### src/sv/dvsaed_pkg.sv
// shared types and constants for the address-event decoder
// no dependencies; compile first
package dvsaed_pkg;

	localparam int unsigned BYTE_W     = 8;
	localparam int unsigned ADDR_W     = 16;
	localparam int unsigned COORD_W    = 7;
	localparam int unsigned TIME_W     = 32;
	localparam int unsigned STAMP_HI_W = 6;
	localparam int unsigned HELD_BYTES = 3;

	// marker bits of the last byte of a frame
	localparam int unsigned WRAP_BIT_IDX  = 7;
	localparam int unsigned RESET_BIT_IDX = 6;
	// address bit that flags a special event
	localparam int unsigned SPECIAL_BIT_IDX = 15;

	localparam logic [TIME_W-1:0] WRAP_STEP = 32'h0000_4000;

	localparam logic [1:0] POS_LAST = 2'd3;

	typedef struct packed {
		logic              last;
		logic [ADDR_W-1:0] addr;
		logic [BYTE_W-1:0] stamp_lo;
	} frame_t;

	typedef struct packed {
		logic               is_special;
		logic [COORD_W-1:0] pos_x;
		logic [COORD_W-1:0] pos_y;
		logic               polarity;
		logic [TIME_W-1:0]  time_us;
	} event_t;

endpackage

### src/sv/dvsaed_if.sv
// valid/ready channel interfaces: raw byte stream in, decoded events out
// depends on nothing; compile after dvsaed_pkg
interface dvsaed_byte_if;
	logic       valid;
	logic       ready;
	logic [7:0] data_byte;
	logic       first_of_transfer;

	modport source (output valid, output data_byte, output first_of_transfer, input ready);
	modport sink   (input valid, input data_byte, input first_of_transfer, output ready);
endinterface

interface dvsaed_event_if;
	logic        valid;
	logic        ready;
	logic        is_special;
	logic [6:0]  pos_x;
	logic [6:0]  pos_y;
	logic        polarity;
	logic [31:0] time_us;

	modport source (output valid, output is_special, output pos_x, output pos_y,
		output polarity, output time_us, input ready);
	modport sink   (input valid, input is_special, input pos_x, input pos_y,
		input polarity, input time_us, output ready);
endinterface

### src/sv/dvsaed_frame_assembler.sv
// frame assembler: tracks byte position in the four-byte frame and holds bytes 0..2
// depends on dvsaed_pkg
module dvsaed_frame_assembler (
	input  logic                 clk,
	input  logic                 arst_n,
	input  logic                 fire,
	input  logic [7:0]           data_byte,
	input  logic                 first_of_transfer,
	output dvsaed_pkg::frame_t   frame,
	output logic [1:0]           byte_count
);
	import dvsaed_pkg::*;

	logic [1:0]                          count_q;
	logic [HELD_BYTES-1:0][BYTE_W-1:0]   held_q;
	logic [1:0]                          pos;

	assign pos = first_of_transfer ? 2'd0 : count_q;

	always_ff @(posedge clk or negedge arst_n) begin
		if (!arst_n) begin
			count_q <= 2'd0;
		end else if (fire) begin
			count_q <= pos + 2'd1;
		end
	end

	always_ff @(posedge clk) begin
		if (fire && pos != POS_LAST) begin
			held_q[pos] <= data_byte;
		end
	end

	always_comb begin
		frame.last     = (pos == POS_LAST);
		frame.addr     = {held_q[1], held_q[0]};
		frame.stamp_lo = held_q[2];
	end

	assign byte_count = count_q;

endmodule

### src/sv/dvsaed_event_builder.sv
// event builder: time base register, marker handling and event field decode
// depends on dvsaed_pkg
module dvsaed_event_builder (
	input  logic                 clk,
	input  logic                 arst_n,
	input  logic                 fire,
	input  logic [7:0]           data_byte,
	input  dvsaed_pkg::frame_t   frame,
	output logic                 emit,
	output dvsaed_pkg::event_t   evt
);
	import dvsaed_pkg::*;

	logic [TIME_W-1:0] time_base_q;
	logic              wrap_mark;
	logic              reset_mark;
	logic              special;
	logic [TIME_W-1:0] stamp;

	assign wrap_mark  = data_byte[WRAP_BIT_IDX];
	assign reset_mark = data_byte[RESET_BIT_IDX];
	assign emit       = frame.last && !wrap_mark && !reset_mark;
	assign special    = frame.addr[SPECIAL_BIT_IDX];
	assign stamp      = {{(TIME_W-STAMP_HI_W-BYTE_W){1'b0}},
		data_byte[STAMP_HI_W-1:0], frame.stamp_lo};

	// wrap marker wins over reset marker
	always_ff @(posedge clk or negedge arst_n) begin
		if (!arst_n) begin
			time_base_q <= '0;
		end else if (fire && frame.last) begin
			if (wrap_mark) begin
				time_base_q <= time_base_q + WRAP_STEP;
			end else if (reset_mark) begin
				time_base_q <= '0;
			end
		end
	end

	always_comb begin
		evt.is_special = special;
		if (special) begin
			evt.pos_x    = '0;
			evt.pos_y    = '0;
			evt.polarity = 1'b0;
			evt.time_us  = '0;
		end else begin
			evt.pos_x    = frame.addr[COORD_W:1];
			evt.pos_y    = frame.addr[2*COORD_W:BYTE_W];
			evt.polarity = ~frame.addr[0];
			evt.time_us  = time_base_q + stamp;
		end
	end

endmodule

### src/sv/dvs_address_event_decoder.sv
// top level of the address-event decoder: input register, frame assembly,
// event decode and result register; depends on dvsaed_pkg, dvsaed_if and submodules
//
//   channel  | dir | fields                                          | role
//   ---------+-----+-------------------------------------------------+-----------------------
//   raw      | in  | data_byte[7:0], first_of_transfer               | sensor byte stream
//   events   | out | is_special, pos_x[6:0], pos_y[6:0], polarity,   | decoded events,
//            |     | time_us[31:0]                                   | at most one per frame
//
// one byte is taken every cycle unless a byte that closes an event frame waits for the
// result register; a byte passes the input register and then the decode logic, and an
// event is loaded into the result register when the fourth byte of its frame moves on
// the result register frees the input side: a new byte is taken while an event
// waits, and only a stalled event blocks the next frame-closing byte
// reset clears frame position, time base and the valid flags of both registers
module dvs_address_event_decoder (
	input  logic               clk,
	input  logic               arst_n,
	dvsaed_byte_if.sink        raw,
	dvsaed_event_if.source     events
);
	import dvsaed_pkg::*;

	// input register
	logic              valid_s1;
	logic [BYTE_W-1:0] byte_s1;
	logic              first_s1;

	// result register
	logic   out_valid_q;
	event_t out_q;

	// decode
	frame_t     frame;
	event_t     evt;
	logic       emit;
	logic       out_free;
	logic       adv_s1;
	logic [1:0] byte_count;

	// a byte leaves the input register unless it closes an event frame and
	// the result register is still occupied
	assign out_free  = !out_valid_q || events.ready;
	assign adv_s1    = valid_s1 && (!emit || out_free);
	assign raw.ready = !valid_s1 || adv_s1;

	always_ff @(posedge clk or negedge arst_n) begin
		if (!arst_n) begin
			valid_s1 <= 1'b0;
		end else if (raw.ready) begin
			valid_s1 <= raw.valid;
		end
	end

	always_ff @(posedge clk) begin
		if (raw.valid && raw.ready) begin
			byte_s1  <= raw.data_byte;
			first_s1 <= raw.first_of_transfer;
		end
	end

	dvsaed_frame_assembler u_frame (
		.clk               (clk),
		.arst_n            (arst_n),
		.fire              (adv_s1),
		.data_byte         (byte_s1),
		.first_of_transfer (first_s1),
		.frame             (frame),
		.byte_count        (byte_count)
	);

	dvsaed_event_builder u_event (
		.clk       (clk),
		.arst_n    (arst_n),
		.fire      (adv_s1),
		.data_byte (byte_s1),
		.frame     (frame),
		.emit      (emit),
		.evt       (evt)
	);

	// result register: loaded by a frame-closing byte that carries no marker, emptied by the sink
	always_ff @(posedge clk or negedge arst_n) begin
		if (!arst_n) begin
			out_valid_q <= 1'b0;
		end else if (adv_s1 && emit) begin
			out_valid_q <= 1'b1;
		end else if (events.ready) begin
			out_valid_q <= 1'b0;
		end
	end

	always_ff @(posedge clk) begin
		if (adv_s1 && emit) begin
			out_q <= evt;
		end
	end

	assign events.valid      = out_valid_q;
	assign events.is_special = out_q.is_special;
	assign events.pos_x      = out_q.pos_x;
	assign events.pos_y      = out_q.pos_y;
	assign events.polarity   = out_q.polarity;
	assign events.time_us    = out_q.time_us;

	// a held byte stays in the input register until it can move on
	a_s1_hold: assert property (@(posedge clk) disable iff (!arst_n)
		valid_s1 && !adv_s1 |=> valid_s1 && $stable(byte_s1))
		else $error("input register lost a stalled item");

	// a restart flag puts the next byte at frame position one
	a_restart: assert property (@(posedge clk) disable iff (!arst_n)
		adv_s1 && first_s1 |=> byte_count == 2'd1)
		else $error("frame position not restarted");

	// a new event appears only after a frame-closing byte was decoded
	a_event_src: assert property (@(posedge clk) disable iff (!arst_n)
		$rose(out_valid_q) |-> $past(adv_s1 && emit && frame.last))
		else $error("event without a closing byte");

	// an event never overwrites one that the sink has not taken
	a_no_overwrite: assert property (@(posedge clk) disable iff (!arst_n)
		out_valid_q && !events.ready |-> !(adv_s1 && emit))
		else $error("pending event overwritten");

endmodule
### src/flat_wrapper.sv
// flat-port wrapper written by rule: the top's interface ports become plain ports
module dvs_address_event_decoder_flat import dvsaed_pkg::*;
  (clk, arst_n, raw_valid, raw_data_byte, raw_first_of_transfer, raw_ready, events_valid, events_is_special, events_pos_x, events_pos_y, events_polarity, events_time_us, events_ready);
  dvsaed_byte_if raw_i ();
  dvsaed_event_if events_i ();
  input  logic clk;
  input  logic arst_n;
  input wire logic [$bits(raw_i.valid)-1:0] raw_valid;
  input wire logic [$bits(raw_i.data_byte)-1:0] raw_data_byte;
  input wire logic [$bits(raw_i.first_of_transfer)-1:0] raw_first_of_transfer;
  output wire logic [$bits(raw_i.ready)-1:0] raw_ready;
  output wire logic [$bits(events_i.valid)-1:0] events_valid;
  output wire logic [$bits(events_i.is_special)-1:0] events_is_special;
  output wire logic [$bits(events_i.pos_x)-1:0] events_pos_x;
  output wire logic [$bits(events_i.pos_y)-1:0] events_pos_y;
  output wire logic [$bits(events_i.polarity)-1:0] events_polarity;
  output wire logic [$bits(events_i.time_us)-1:0] events_time_us;
  input wire logic [$bits(events_i.ready)-1:0] events_ready;
  assign raw_i.valid = raw_valid;
  assign raw_i.data_byte = raw_data_byte;
  assign raw_i.first_of_transfer = raw_first_of_transfer;
  assign raw_ready = raw_i.ready;
  assign events_valid = events_i.valid;
  assign events_is_special = events_i.is_special;
  assign events_pos_x = events_i.pos_x;
  assign events_pos_y = events_i.pos_y;
  assign events_polarity = events_i.polarity;
  assign events_time_us = events_i.time_us;
  assign events_i.ready = events_ready;
  dvs_address_event_decoder u_core (.clk(clk), .arst_n(arst_n), .raw(raw_i), .events(events_i));
endmodule
### config.mk
export PLATFORM = sky130hd
export DESIGN_NAME = dvs_address_event_decoder_flat
export DESIGN_NICKNAME = d
export VERILOG_FILES = /design/src/sv/dvsaed_pkg.sv /design/src/sv/dvsaed_if.sv /design/src/sv/dvsaed_frame_assembler.sv /design/src/sv/dvsaed_event_builder.sv /design/src/sv/dvs_address_event_decoder.sv /design/src/flat_wrapper.sv
export SDC_FILE = /design/constraint.sdc
export NUM_CORES = 1
export LEC_CHECK = 0
export BUFFER_PORTS_ARGS = -buffer_cell sky130_fd_sc_hd__buf_2
export CORE_MARGIN = 1
export CORE_UTILIZATION = 35
export CTS_CLUSTER_DIAMETER = 200
export DETAILED_ROUTE_END_ITERATION = 10
export MAX_ROUTING_LAYER = met4
export PLACE_DENSITY_LB_ADDON = 0.08
export SLEW_MARGIN = 5
export SYNTH_ARGS = -nofsm -noshare
export SYNTH_HDL_FRONTEND = slang
export SYNTH_SLANG_ARGS = --single-unit
### constraint.sdc
create_clock -name clk -period 3.7 [get_ports clk]
set_input_delay 0.37 -clock clk [delete_from_list [all_inputs] [get_ports clk]]
set_output_delay 0.37 -clock clk [all_outputs]
set_load 0.01 [all_outputs]
* Word-level counts from Yosys, hierarchy flattened
Index checks and enable logic that the tools add are counted.
Storage, ports and cells: bits in registers 117, word-level logic and storage cells 49
Operators by class: add/subtract/negate cells 3, $lt $le $gt $ge 2, equality and inequality tests 2, muxes and demuxes 8, bitwise gates (word level) 1, reductions and logical operators 19
Operators with widths (count):
- $mux W32 | 2
- $add A32 B14 Y32 | 1
- $add A32 B15 Y32 const B | 1
- $bwmux W24 | 1
- $demux W8 S2 | 1
- $logic_and A1 B1 Y1 | 8
- $mux W8 | 1
- $logic_not A1 Y1 | 5
- $reduce_bool A2 Y1 | 2
- $logic_or A1 B1 Y1 | 3
- $lt A2 B3 Y1 const B | 1
- $add A2 B1 Y2 const B | 1
- $eq A2 B2 Y1 const B | 1
- $ge A2 B1 Y1 const B | 1
- $mux W1 | 2
- $mux W2 | 1
- $ne A2 B2 Y1 const B | 1
- $reduce_and A2 Y1 | 1
- $not A1 Y1 | 1

* Logic depth before layout (Yosys ltp)
Gate-level depths: netlist of run 1.
word-level depth 9, depth in mapped cells 8, gate-level depth less buffers 6

* Modules after synthesis
From an unflattened synthesis of run 1, not the netlist that was laid out.
Unflattened totals: cells, all modules 257, area, all modules 3888.7 µm²
Modules (own cells, without submodules):
- dvs_address_event_decoder | instances 1, cells each 67, area an instance 1818.0 µm²
- dvsaed_event_builder | instances 1, cells each 153, area an instance 1229.9 µm²
- dvsaed_frame_assembler | instances 1, cells each 37, area an instance 840.8 µm²

* Least setup slack after synthesis of run 1
No wires, ideal clock.
kind register to register, start point register u_core.u_frame.count_q[0] (netlist: u_core.u_frame.byte_count[0]), end point register u_core.out_q, in the netlist u_core.events.is_special, enable pin, library setup time 0.411 ns, arrival 2.336 ns, setup slack 0.953 ns, stages on the path, launching flop included 6, path buffers 1, period minus slack after synthesis 2.747 ns, cell sequence dfrtp_1 > nor2b_1 > ha_1 > buf_2 > a31oi_1 > and3_1
Between the ends: word-level cells in the longest chain between the ends 8
RTL lines:
- from (decl) | line dvsaed_frame_assembler.sv:14 | logic [1:0] count_q;
- from (signal assigned) | line dvsaed_frame_assembler.sv:24 | count_q <= pos + 2'd1;
- $mux W2 (*) | line dvsaed_frame_assembler.sv:18 | assign pos = first_of_transfer ? 2'd0 : count_q;
- $eq A2 B2 Y1 (*) | line dvsaed_frame_assembler.sv:35 | frame.last = (pos == POS_LAST);
- $logic_and A1 B1 Y1 (*) (2 in series) | line dvsaed_event_builder.sv:22 | assign emit = frame.last && !wrap_mark && !reset_mark;
- $logic_not A1 Y1 | line dvs_address_event_decoder.sv:44 | assign adv_s1 = valid_s1 && (!emit || out_free);
- $logic_or A1 B1 Y1 | line dvs_address_event_decoder.sv:44
- $logic_and A1 B1 Y1 | line dvs_address_event_decoder.sv:44
- $logic_and A1 B1 Y1 (*) | line dvs_address_event_decoder.sv:94 | if (adv_s1 && emit) begin
- to (signal assigned) | line dvs_address_event_decoder.sv:95 | out_q <= evt;
- to (decl) | line dvs_address_event_decoder.sv:31 | event_t out_q;
Mark *: on every way between the ends. The rest lies on a longest branch, timed or not. A chain may end at the register's enable or synchronous reset.

* Worst setup path after layout of run 1
start point register u_core.first_s1, end point register u_core.u_event.time_base_q[28]
Between the ends: word-level cells in the longest chain between the ends 9
RTL lines:
- from (decl) | line dvs_address_event_decoder.sv:27 | logic first_s1;
- from (signal assigned) | line dvs_address_event_decoder.sv:58 | first_s1 <= raw.first_of_transfer;
- $mux W2 (*) | line dvsaed_frame_assembler.sv:18
- $eq A2 B2 Y1 (*) | line dvsaed_frame_assembler.sv:35
- $logic_and A1 B1 Y1 (2 in series) | line dvsaed_event_builder.sv:22
- $logic_not A1 Y1 | line dvs_address_event_decoder.sv:44
- $logic_or A1 B1 Y1 | line dvs_address_event_decoder.sv:44
- $logic_and A1 B1 Y1 | line dvs_address_event_decoder.sv:44
- $logic_and A1 B1 Y1 (*) | line dvsaed_event_builder.sv:31 | end else if (fire && frame.last) begin
- $reduce_and A2 Y1 (no line) (*)
- to (signal assigned) | line dvsaed_event_builder.sv:33 | time_base_q <= time_base_q + WRAP_STEP;
- to (decl) | line dvsaed_event_builder.sv:14 | logic [TIME_W-1:0] time_base_q;
Marked as above.

==> reports/qor.log, run 1 <==
[pwr] PnR Total Power 0.002090 W
[timing] setup violation total in the final timing report 0
[floorplanning] Initial Utilization 36.06%
[clocking] number of resized instances in the post-cts repair step 0
[pwr] part of the total power dissipated in the clock network 29.9%
[clocking] total clock sinks 103
[routing] post-detailed-route via-to-cell ratio 4.575
[setup_path] cell with the largest stage delay on the worst path sky130_fd_sc_hd__or4_4
[timing] maximum operating frequency 0.3917 GHz
[yosys] synthesized instance count 263
[global_routing] first-pass GRT wire length 10630 um
[routing] # DRC 0
[cells_and_area] number of antenna diodes 0
[clocking] cell at the root of the clock tree sky130_fd_sc_hd__clkbuf_8
[global_routing] antenna violations before repair 0
[timing] final critical-path required period 2.553 ns
[setup_path] Worst Path Arrival 2.84 ns
[pwr] peak supply drop 0.0001621 V
[global_routing] via count of the first global-routing pass 2047
[yosys] total nets after synthesis 281
[global_routing] maximum number of pins on one net before global-route repair 42
[pwr] Comb power frac 5.9%
[timing] slew at the pin with the worst max-slew slack 0.6045 ns
[yosys] sequential cell area fraction in the yosys report 75.97%
[setup_path] maximum single-stage delay on the critical path 0.64 ns
[yosys] leading cell types by count after synthesis 81 x sky130_fd_sc_hd__edfxtp_1, 43 x sky130_fd_sc_hd__nor2b_1, 22 x sky130_fd_sc_hd__dfrtp_1
[clocking] number of H-tree levels 3
[run] Max-Cap Viols 0
[cells_and_area] Layout Utilization 42.01%
[setup_path] launch instance of the worst register-to-register path u_core.first_s1
[pwr] internal power 0.001602 W
[outcome] status complete, no violations
[timing] setup repair after global routing missed its margin false
[worst_hold_path] destination of the worst hold path u_core.byte_s1[1]
[clocking] clock tree from TritonCTS built
[setup_path] kind of critical path reg -> reg
[routing] number of design-rule violations left by the first detailed-router iteration 80
[yosys] number of synthesized flops with an enable pin 81
[timing] number of max-slew violations in the final report 0
[routing] Post-Route WL 6671 um
[setup_path] Critical R2R Capture u_core.u_event.time_base_q[28]
[global_routing] aggregate global-route resource usage 12.95%
[yosys] top cells by area in the synthesized netlist sky130_fd_sc_hd__edfxtp_1 62%, sky130_fd_sc_hd__dfrtp_1 14%, sky130_fd_sc_hd__nor2b_1 6.9%, sky130_fd_sc_hd__nor2_1 1.8%, sky130_fd_sc_hd__xnor2_1 1.8%
[timing] TNS Setup 0 ns
[cells_and_area] final net count 348
[yosys] area fraction of the dominant cell type after synthesis 61.95%
[floorplanning] Die Footprint 11650 um2
[timing] share of the cycle needed by the critical path after routing 69.00%
[setup_path] crit start category flop
[yosys] most repeated cell in the gate-level netlist after synthesis sky130_fd_sc_hd__edfxtp_1
[cells_and_area] Layout area overhead 16.51%
[floorplanning] Die Ht 107.9 um
[pwr] power density cells 456.8 nW/um2
[yosys] FFs w/ async S/R, synth 21.36%
[setup_path] family of cells with the greatest summed delay on the critical path simple AND/OR/NAND/NOR gates
[floorplanning] Core Box Area 10890 um2
[worst_hold_path] hold-critical path depth 1
[global_routing] overall overflow remaining after global route 0
[setup_path] endpoint class of the critical path flop
[yosys] number of library cell types mapped by synthesis 30
[pwr] Seq pwr share 64.1%
[setup_path] maximum net fanout on the critical path 14
[floorplanning] std cell rows 38
[worst_hold_path] Hold Crit Class in -> reg
[cells_and_area] share of final-layout standard cells stronger than drive strength 1 25.97%
[place] number of buffers added on ports 62
[timing] Clock Skew 0.007562 ns
[timing] worst-case headroom to the max-slew limit 59.58%
[pwr] switching share of power 23.35%
[timing] final hold viol count 0
[routing] routed vias 2173
[clocking] number of buffers on the longest clock path 2
[setup_path] depth of the worst register-to-register path 6
[place] weighted congestion at the end of routability-driven global placement 0.7139
[timing] worst hold-check slack 0.1794 ns
[yosys] count of synthesis-stage warnings from yosys 0
[floorplanning] I/O Pins 63
[setup_path] register-to-register setup slack 1.15 ns
[routing] Initial DRT Pass Iterations 4
[clocking] number of buffers created by CTS 9
[yosys] post-synthesis cell area 3926 um2
[floorplanning] die span in x 107.9 um
[pwr] net switching power of the design 0.0004880 W
[clocking] Clk pin slew, worst setup/hold paths 0.09 ns
[worst_hold_path] launch instance of the worst min-delay path raw_data_byte[1]
[yosys] dominant register cell in the synthesized netlist sky130_fd_sc_hd__edfxtp_1
[yosys] Mean Syn Cell Area 14.93 um2
[setup_path] worst endpoint required time 3.99 ns
[yosys] cell taking the most area after synthesis sky130_fd_sc_hd__edfxtp_1
[clocking] Clock Latency Late Sink 0.36 ns
[routing] Avg WL per Cell 14.04 um
[setup_path] crit-path cells nor2b_1 > ha_1 > o211ai_2 > or4_4 > or3_1 > a21oi_1
[yosys] Yosys reg bits 103
[pwr] leakage 1.659 nW
[place] HPWL reported at the end of detailed placement 4321 um
[setup_path] number of buffer and inverter stages on the critical path 0
[routing] number of nets with antenna violations after routing 0
## how the worst max path moves through the flow
stage | from | cells after the start | endpoint | slack (ns)
finish | u_core.first_s1 | 6 | u_core.u_event.time_base_q[28] | 1.15
global route | u_core.first_s1 | 6 | u_core.u_event.time_base_q[30] | 0.97
CTS | u_core.first_s1 | 6 | u_core.u_event.time_base_q[30] | 1.14
detailed placement | u_core.first_s1 | 6 | u_core.u_event.time_base_q[27] | 1.16
global placement | u_core.u_frame.byte_count[0] | 5 | u_core.events.time_us[25] | 1.24
floorplan | u_core.u_frame.byte_count[0] | 5 | u_core.events.is_special | 0.95
## flip-flops by register name, summed over array words and instances, names as in the netlist
signal,flops
u_core.events.pos_y,7
u_core.events.pos_x,7
u_core.events.valid,1
u_core.events.time_us,32
u_core.u_frame.byte_count,2
u_core.u_frame.frame,24
u_core.first_s1,1
u_core.u_event.time_base_q,18
u_core.events.polarity,1
u_core.byte_s1,8
u_core.events.is_special,1
u_core.valid_s1,1
## cell type report
class / instances / area (um2)
clock buffers: 9 / 123.9
clock inverters: 7 / 47.55
fillers: 1059 / 6314
inverters: 10 / 37.54
multi-input cells: 141 / 872.1
flip-flops and latches: 103 / 2983
well taps: 140 / 175.2
repair buffers: 65 / 335.3
## stage by stage
step | std cells | area (um2) | worst slack (ns)
3_5_place_dp | 458 | 4393 | 1.161
6_report | 475 | 4574 | 1.147
3_3_place_gp | 458 | 4393 | 1.239
4_1_cts | 475 | 4574 | 1.139
2_1_floorplan | 263 | 3926 | 0.9534
5_1_grt | 475 | 4574 | 0.9697
## logic make-up (layout without fill, tap and decap cells)
group           after synthesis  in the layout  share of synthesized area, %
fa+ha+maj                     5              5                         1.593
flops                       103            103                         75.97
xor+xnor                      8              8                         1.785
compound gates               21             21                         3.091
mux                           1              1                        0.2868
simple gates                106            106                         15.42
buf+inv                      19             91                         1.848
## power groups by stage
stage	logic, W	registers [W]	clock network [W]
final	0.000124	0.00134	0.000625
after global routing	0.000146	0.00135	0.000701
after CTS	0.000128	0.00134	0.000652
after detailed placement	0.000127	0.00137	0
after global placement	0.000126	0.00137	0
after floorplan	0.0000829	0.00136	0
## repair_timing
item	CTS	global route
endpoints found under the hold margin	22	0
hold buffers	1	0
buffers inserted	0	0
## per-layer routing
layer | global-route usage (%) | up-vias | wire length, um
met5 | - | - | 0
met4 | 6.751 | 0 | 140
met3 | 3.087 | 11 | 289
met2 | 18.86 | 53 | 2970
met1 | 16.79 | 1039 | 3269
li1 | - | 1070 | -
## cell usage in the layout (no fill, tap or decap), drive strengths merged, types with 3 or more instances in the layout
master  Yosys  routed
dfrtp      22      22
ha          5       5
a21oi       8       8
nand3       6       6
nor2       19      19
and2        4       4
or4         3       3
inv        10      11
nor3        3       3
buf         1      64
o21ai       9       9
edfxtp     81      81
nor4        4       4
clkinv      0       4
or3         6       6
nand2       9       9
nor2b      43      43
nand4       5       5
clkbuf      8       9
xnor2       8       8
Note: power is estimated with default switching activity, not from simulation.
==> inputs of run 2 (changes only) <==
clock period = 2.1 ns   (was 3.7 ns; I/O delays follow)
==> reports/qor.log, run 2 (synthesis gave the netlist of run 1 again) <==
[pwr] peak supply drop 0.0003917 V [+140%]
[routing] Avg WL per Cell 14.05 um [about the same]
[clocking] total clock sinks 103 [unchanged]
[worst_hold_path] Hold Crit Class in -> reg
[pwr] Comb power frac 7.1% [+1.2 points]
[place] weighted congestion at the end of routability-driven global placement 0.7435 [+4.1%]
[pwr] Seq pwr share 60.1% [-4.0 points]
[pwr] part of the total power dissipated in the clock network 32.7% [+2.8 points]
[floorplanning] I/O Pins 63 [unchanged]
[routing] routed vias 2233 [+2.8%]
[floorplanning] die span in x 107.9 um [unchanged]
[floorplanning] std cell rows 38 [unchanged]
[setup_path] maximum net fanout on the critical path 6 [-8]
[routing] # DRC 0 [unchanged]
[global_routing] aggregate global-route resource usage 13.26% [+0.32 points]
[clocking] Clk pin slew, worst setup/hold paths 0.10 ns [about the same]
[floorplanning] Initial Utilization 36.06% [unchanged]
[setup_path] worst endpoint required time 2.38 ns [-1.61 ns]
[place] number of buffers added on ports 62 [unchanged]
[place] Post-Place Setup Slack 0.05059 ns [-1.110 ns]
[run] Max-Cap Viols 0 [unchanged]
[cells_and_area] number of antenna diodes 0 [unchanged]
[cells_and_area] share of final-layout standard cells stronger than drive strength 1 30.88% [+4.9 points]
[pwr] power density cells 817.0 nW/um2 [+79%]
[timing] share of the cycle needed by the critical path after routing 97.40% [+28 points]
[setup_path] Worst Path Arrival 2.32 ns [-0.52 ns]
[setup_path] kind of critical path reg -> reg
[cells_and_area] final net count 366 [+5.2%]
[outcome] status complete, no violations
[floorplanning] Core Box Area 10890 um2 [unchanged]
[global_routing] maximum number of pins on one net before global-route repair 49 [+17%]
[clocking] cell at the root of the clock tree sky130_fd_sc_hd__clkbuf_8
[timing] number of max-slew violations in the final report 0 [unchanged]
[global_routing] antenna violations before repair 0 [unchanged]
[global_routing] via count of the first global-routing pass 2205 [+7.7%]
[cells_and_area] highest-count cells in the layout ignoring fill and taps 81 x sky130_fd_sc_hd__edfxtp_1, 62 x sky130_fd_sc_hd__buf_2, 41 x sky130_fd_sc_hd__nor2b_1
[setup_path] crit start category flop
[timing] Clock Skew 0.01286 ns [+0.005296 ns]
[cells_and_area] max reg flops 32 [unchanged]
[routing] number of nets with antenna violations after routing 0 [unchanged]
[clocking] clock tree from TritonCTS built
[floorplanning] Die Footprint 11650 um2 [unchanged]
[timing] final hold viol count 0 [unchanged]
[clocking] number of buffers on the longest clock path 2 [unchanged]
[timing] worst-case headroom to the max-slew limit 64.98% [+5.4 points]
[cells_and_area] number of non-filler instances in the completed layout 493 [+3.8%]
[timing] setup violation total in the final timing report 0 [unchanged]
[clocking] number of H-tree levels 3 [unchanged]
[routing] Post-Route WL 6927 um [+3.8%]
[timing] final critical-path required period 2.045 ns [-0.5075 ns]
[routing] post-detailed-route via-to-cell ratio 4.529 [-0.99%]
[global_routing] overall overflow remaining after global route 0 [unchanged]
[clocking] Clock Latency Late Sink 0.35 ns [about the same]
[pwr] net switching power of the design 0.0009127 W [+87%]
[pwr] internal power 0.003012 W [+88%]
[routing] number of design-rule violations left by the first detailed-router iteration 56 [-30%]
[timing] maximum operating frequency 0.4889 GHz [+25%]
[cells_and_area] most frequent standard cell in the layout excluding fill and tap cells sky130_fd_sc_hd__edfxtp_1
[routing] Initial DRT Pass Iterations 4 [unchanged]
[cells_and_area] Layout area overhead 22.34%
[clocking] number of buffers created by CTS 9 [unchanged]
[timing] slew at the pin with the worst max-slew slack 0.5253 ns [-0.07917 ns]
[setup_path] endpoint class of the critical path flop
[place] HPWL reported at the end of detailed placement 4648 um [+7.6%]
[pwr] switching share of power 23.26% [-0.096 points]
[place] total placed cells including tap cells 474 [+3.5%]
[pwr] leakage 1.769 nW [+6.6%]
[global_routing] first-pass GRT wire length 11180 um [+5.3%]
[floorplanning] Die Ht 107.9 um [unchanged]
[timing] setup slack of the critical path after layout 0.05450 ns [-1.092 ns]
## run 2: cell count changes in the layout (fill, tap and decap cells not counted), moves of 2 or more
cell	before	now
sky130_fd_sc_hd__a21oi_1	8	6
sky130_fd_sc_hd__a21oi_2	0	2
sky130_fd_sc_hd__buf_12	0	2
sky130_fd_sc_hd__buf_4	2	17
sky130_fd_sc_hd__clkinv_2	3	0
sky130_fd_sc_hd__inv_8	0	2
sky130_fd_sc_hd__nor2b_1	43	41
sky130_fd_sc_hd__nor2b_2	0	2
## run 2: worst max-delay path, stage by stage (launching register included)
cell	delay [ns]
sky130_fd_sc_hd__edfxtp_1	0.43
sky130_fd_sc_hd__nor2b_2	0.16
sky130_fd_sc_hd__ha_2	0.22
sky130_fd_sc_hd__o211ai_4	0.10
sky130_fd_sc_hd__or4_4	0.58
sky130_fd_sc_hd__or3_1	0.35
sky130_fd_sc_hd__a21oi_2	0.14
## run 2: metal layers
layer / track usage (%) / vias to the layer above / routed length [um]
met3: 2.603 / 4 / 268
met4: 5.577 / 0 / 56
li1: - / 1106 / -
met1: 18.08 / 1081 / 3424
met2: 19.37 / 42 / 3178
met5: - / - / 0
## run 2: through the flow
step	utilization (%)	hold WS (ns)	total power, W	cell area [um2]	setup TNS (ns)
CTS	43.76	0.003757	0.003973	4765	0
detailed placement	41.74	0.2273	0.002681	4544	0
global placement	41.74	0.2284	0.002677	4544	0
floorplan	-	-0.08559	0.002544	3934	0
global route	44.12	0.0001680	0.004109	4803	-0.06630
finish	44.12	0.02776	0.003925	4803	0
## run 2: final cells by class
class / count / area (um2)
Multi-Input combinational cell: 141 / 899.6
Sequential cell: 103 / 2983
Inverter: 10 / 37.54
Clock inverter: 7 / 86.33
Fill cell: 1023 / 6085
Timing Repair Buffer: 83 / 498.0
Tap cell: 140 / 175.2
Clock buffer: 9 / 123.9
## run 2: what timing repair did
item                                   4_1_cts  5_1_grt
gates resized for setup                      0        5
setup endpoints to repair                    0        4
endpoints found under the hold margin       22        1
setup buffers                                0        1
hold buffers                                 1        1
## run 2: power groups by stage
stage / clock (W) / combinational, W / sequential [W]
final: 0.00129 / 0.000279 / 0.00236
after floorplan: 0 / 0.000147 / 0.00240
after detailed placement: 0 / 0.000276 / 0.00241
after global placement: 0 / 0.000273 / 0.00240
after CTS: 0.00133 / 0.000279 / 0.00236
after global routing: 0.00141 / 0.000322 / 0.00237
## run 2: worst paths after layout
path	slack, ns	to	depth (start not counted)	start
worst max-delay path	0.05	u_core.u_event.time_base_q[28]	6	u_core.first_s1
worst min-delay path	0.03	u_core.byte_s1[6]	1	raw_data_byte[6]
worst max register to register	0.05	u_core.u_event.time_base_q[28]	6	u_core.first_s1
worst min register to register	0.51	u_core.u_frame.frame[2]	0	u_core.byte_s1[2]
max in group asynchronous	1.38	u_core.u_event.time_base_q[25]	2	arst_n
min in group asynchronous	0.37	u_core.u_event.time_base_q[30]	2	arst_n
==> inputs of run 3 (changes only) <==
BUFFER_PORTS_ARGS = unset   (was -buffer_cell sky130_fd_sc_hd__buf_2)
DONT_BUFFER_PORTS = 1   (was unset)
SETUP_SLACK_MARGIN = 0.4   (was unset)
==> reports/qor.log, run 3 (synthesis gave the netlist of run 1 again) <==
[pwr] Comb power frac 8.1% [+1.0 points]
[setup_path] register-to-register setup slack 0.16 ns [+0.11 ns]
[place] number of buffers added on ports 0 [-100%]
[routing] Initial DRT Pass Iterations 4 [unchanged]
[routing] Post-Route WL 7401 um [+6.8%]
[setup_path] kind of critical path reg -> reg
[cells_and_area] Layout area overhead 26.90%
[run] Max-Cap Viols 0 [unchanged]
[cells_and_area] Layout fillers 958 [-6.4%]
[place] weighted congestion at the end of routability-driven global placement 0.7441 [about the same]
[routing] post-detailed-route via-to-cell ratio 4.667 [+3.0%]
[floorplanning] Initial Utilization 36.06% [unchanged]
[timing] slew at the pin with the worst max-slew slack 1.050 ns [+0.5246 ns]
[timing] Clock Skew 0.01149 ns [-0.001372 ns]
[cells_and_area] highest-count cells in the layout ignoring fill and taps 81 x sky130_fd_sc_hd__edfxtp_1, 41 x sky130_fd_sc_hd__nor2b_1, 22 x sky130_fd_sc_hd__dfrtp_1
[pwr] Seq pwr share 61.3% [+1.2 points]
[floorplanning] Die Footprint 11650 um2 [unchanged]
[cells_and_area] max reg flops 32 [unchanged]
[timing] share of the cycle needed by the critical path after routing 92.39% [-5.0 points]
[cells_and_area] final net count 329 [-10%]
[floorplanning] Core Box Area 10890 um2 [unchanged]
[global_routing] first-pass GRT wire length 11480 um [+2.7%]
[global_routing] maximum number of pins on one net before global-route repair 36 [-27%]
[routing] number of nets with antenna violations after routing 0 [unchanged]
[routing] routed vias 2128 [-4.7%]
[timing] worst-case headroom to the max-slew limit 29.78% [-35 points]
[floorplanning] I/O Pins 63 [unchanged]
[place] Cell Area, Placed 4289 um2 [-5.6%]
[timing] setup repair after global routing missed its margin true
[clocking] number of buffers on the longest clock path 2 [unchanged]
[setup_path] crit start category flop
[setup_path] maximum net fanout on the critical path 4 [-2]
[clocking] Clock Latency Late Sink 0.36 ns [about the same]
[timing] number of max-slew violations in the final report 0 [unchanged]
[clocking] number of H-tree levels 3 [unchanged]
[worst_hold_path] Hold Crit Class in -> reg
[routing] Avg WL per Cell 16.23 um [+16%]
[clocking] Clk pin slew, worst setup/hold paths 0.11 ns [about the same]
[routing] # DRC 0 [unchanged]
[setup_path] Worst Path Arrival 2.23 ns [-0.09 ns]
[cells_and_area] post-route standard cell area excluding fillers 4982 um2 [+3.7%]
[pwr] internal power 0.002918 W [-3.1%]
[timing] maximum operating frequency 0.5154 GHz [+5.4%]
[timing] final hold viol count 0 [unchanged]
[timing] final critical-path required period 1.940 ns [-0.1054 ns]
[floorplanning] Die Ht 107.9 um [unchanged]
[setup_path] endpoint class of the critical path flop
[cells_and_area] share of final-layout standard cells stronger than drive strength 1 24.37% [-6.5 points]
[cells_and_area] number of antenna diodes 0 [unchanged]
[pwr] part of the total power dissipated in the clock network 30.5% [-2.2 points]
[global_routing] via count of the first global-routing pass 2146 [-2.7%]
[clocking] total clock sinks 103 [unchanged]
[floorplanning] die span in x 107.9 um [unchanged]
[timing] TNS Setup 0 ns [unchanged]
[place] HPWL reported at the end of detailed placement 4552 um [-2.1%]
[clocking] number of buffers created by CTS 9 [unchanged]
[global_routing] overall overflow remaining after global route 0 [unchanged]
[setup_path] worst endpoint required time 2.39 ns [about the same]
[cells_and_area] most frequent standard cell in the layout excluding fill and tap cells sky130_fd_sc_hd__edfxtp_1
[clocking] clock tree from TritonCTS built
[pwr] peak supply drop 0.0004423 V [+13%]
[pwr] net switching power of the design 0.0009607 W [+5.3%]
[timing] setup violation total in the final timing report 0 [unchanged]
[routing] number of design-rule violations left by the first detailed-router iteration 75 [+34%]
[clocking] cell at the root of the clock tree sky130_fd_sc_hd__clkbuf_8
[global_routing] antenna violations before repair 0 [unchanged]
[pwr] power density cells 778.6 nW/um2 [-4.7%]
[outcome] status complete, no violations
[pwr] switching share of power 24.77% [+1.5 points]
[pwr] leakage 1.821 nW [+3.0%]
[floorplanning] std cell rows 38 [unchanged]
[global_routing] aggregate global-route resource usage 13.78% [+0.51 points]
==> run 3: cell types whose count changed in the layout (fill, tap and decap cells not counted), sizes merged <==
cell	delta
buf	-48
dlygate4sd3	+9
clkbuf	+2
bufinv	-1
clkinv	+1
clkinvlp	+1
inv	-1
==> run 3: worst max-delay path, cell delays in order (launching register included) <==
cell	delay, ns
sky130_fd_sc_hd__edfxtp_1	0.47
sky130_fd_sc_hd__nor2b_4	0.18
sky130_fd_sc_hd__ha_4	0.17
sky130_fd_sc_hd__o211ai_4	0.09
sky130_fd_sc_hd__or4_4	0.50
sky130_fd_sc_hd__or3_4	0.34
sky130_fd_sc_hd__a21oi_2	0.11
==> run 3: cell type report <==
type                            count  area (um2)  area share, %
Clock buffer                        9       123.9          2.486
Clock inverter                      7       63.81          1.281
Inverter                           10       37.54         0.7534
Multi-Input combinational cell    141        1056          21.20
Sequential cell                   103        2983          59.87
Tap cell                          140       175.2          3.516
Timing Repair Buffer               46       543.0          10.90
==> run 3: power groups by stage <==
stage               Sequential [W]  Combinational, W  Clock [W]
floorplan                  0.00240          0.000159          0
global placement           0.00242          0.000233          0
detailed placement         0.00242          0.000236          0
CTS                        0.00238          0.000303    0.00123
global route               0.00239          0.000351    0.00130
finish                     0.00238          0.000315    0.00118
==> run 3: worst paths after layout <==
check	startpoint	to	depth (start not counted)
worst max-delay path	u_core.first_s1	u_core.u_event.time_base_q[27]	6
worst max register to register	u_core.first_s1	u_core.u_event.time_base_q[27]	6
worst min-delay path	events_ready	u_core.events.valid	2
min in group asynchronous	arst_n	u_core.u_event.time_base_q[28]	1
worst min register to register	u_core.byte_s1[5]	u_core.u_frame.frame[5]	0
max in group asynchronous	arst_n	u_core.u_event.time_base_q[16]	1
==> run 3: through the flow <==
step                      worst slack (ns)  instances  utilization (%)  hold slack, ns  power [W]
after floorplan                     0.1424        263                -        -0.08559   0.002557
after global placement              0.1670        413            39.39        -0.08457   0.002654
after detailed placement            0.1386        413            39.39        -0.08465   0.002658
after CTS                           0.1572        451            44.24          0.1665   0.003911
after global routing               0.09243        456            45.76          0.1725   0.004043
final                               0.1599        456            45.76          0.1834   0.003879
==> run 3: layer usage <==
metal	part of all wire [%]	track usage, %	vias up	wire, um
li1	-	-	1030	-
met3	2.7	2.906	11	199
met1	50	18.52	1033	3730
met2	46	20.33	54	3369
met4	1.4	5.577	0	101
met5	0	-	-	0
==> run 3: repair_timing <==
action	4_1_cts	5_1_grt
endpoints found under the hold margin	32	0
gates resized for setup	19	23
cloned	2	2
buffers inserted	9	3
pin swaps	11	15
setup endpoints to repair	89	81
hold buffers	11	0
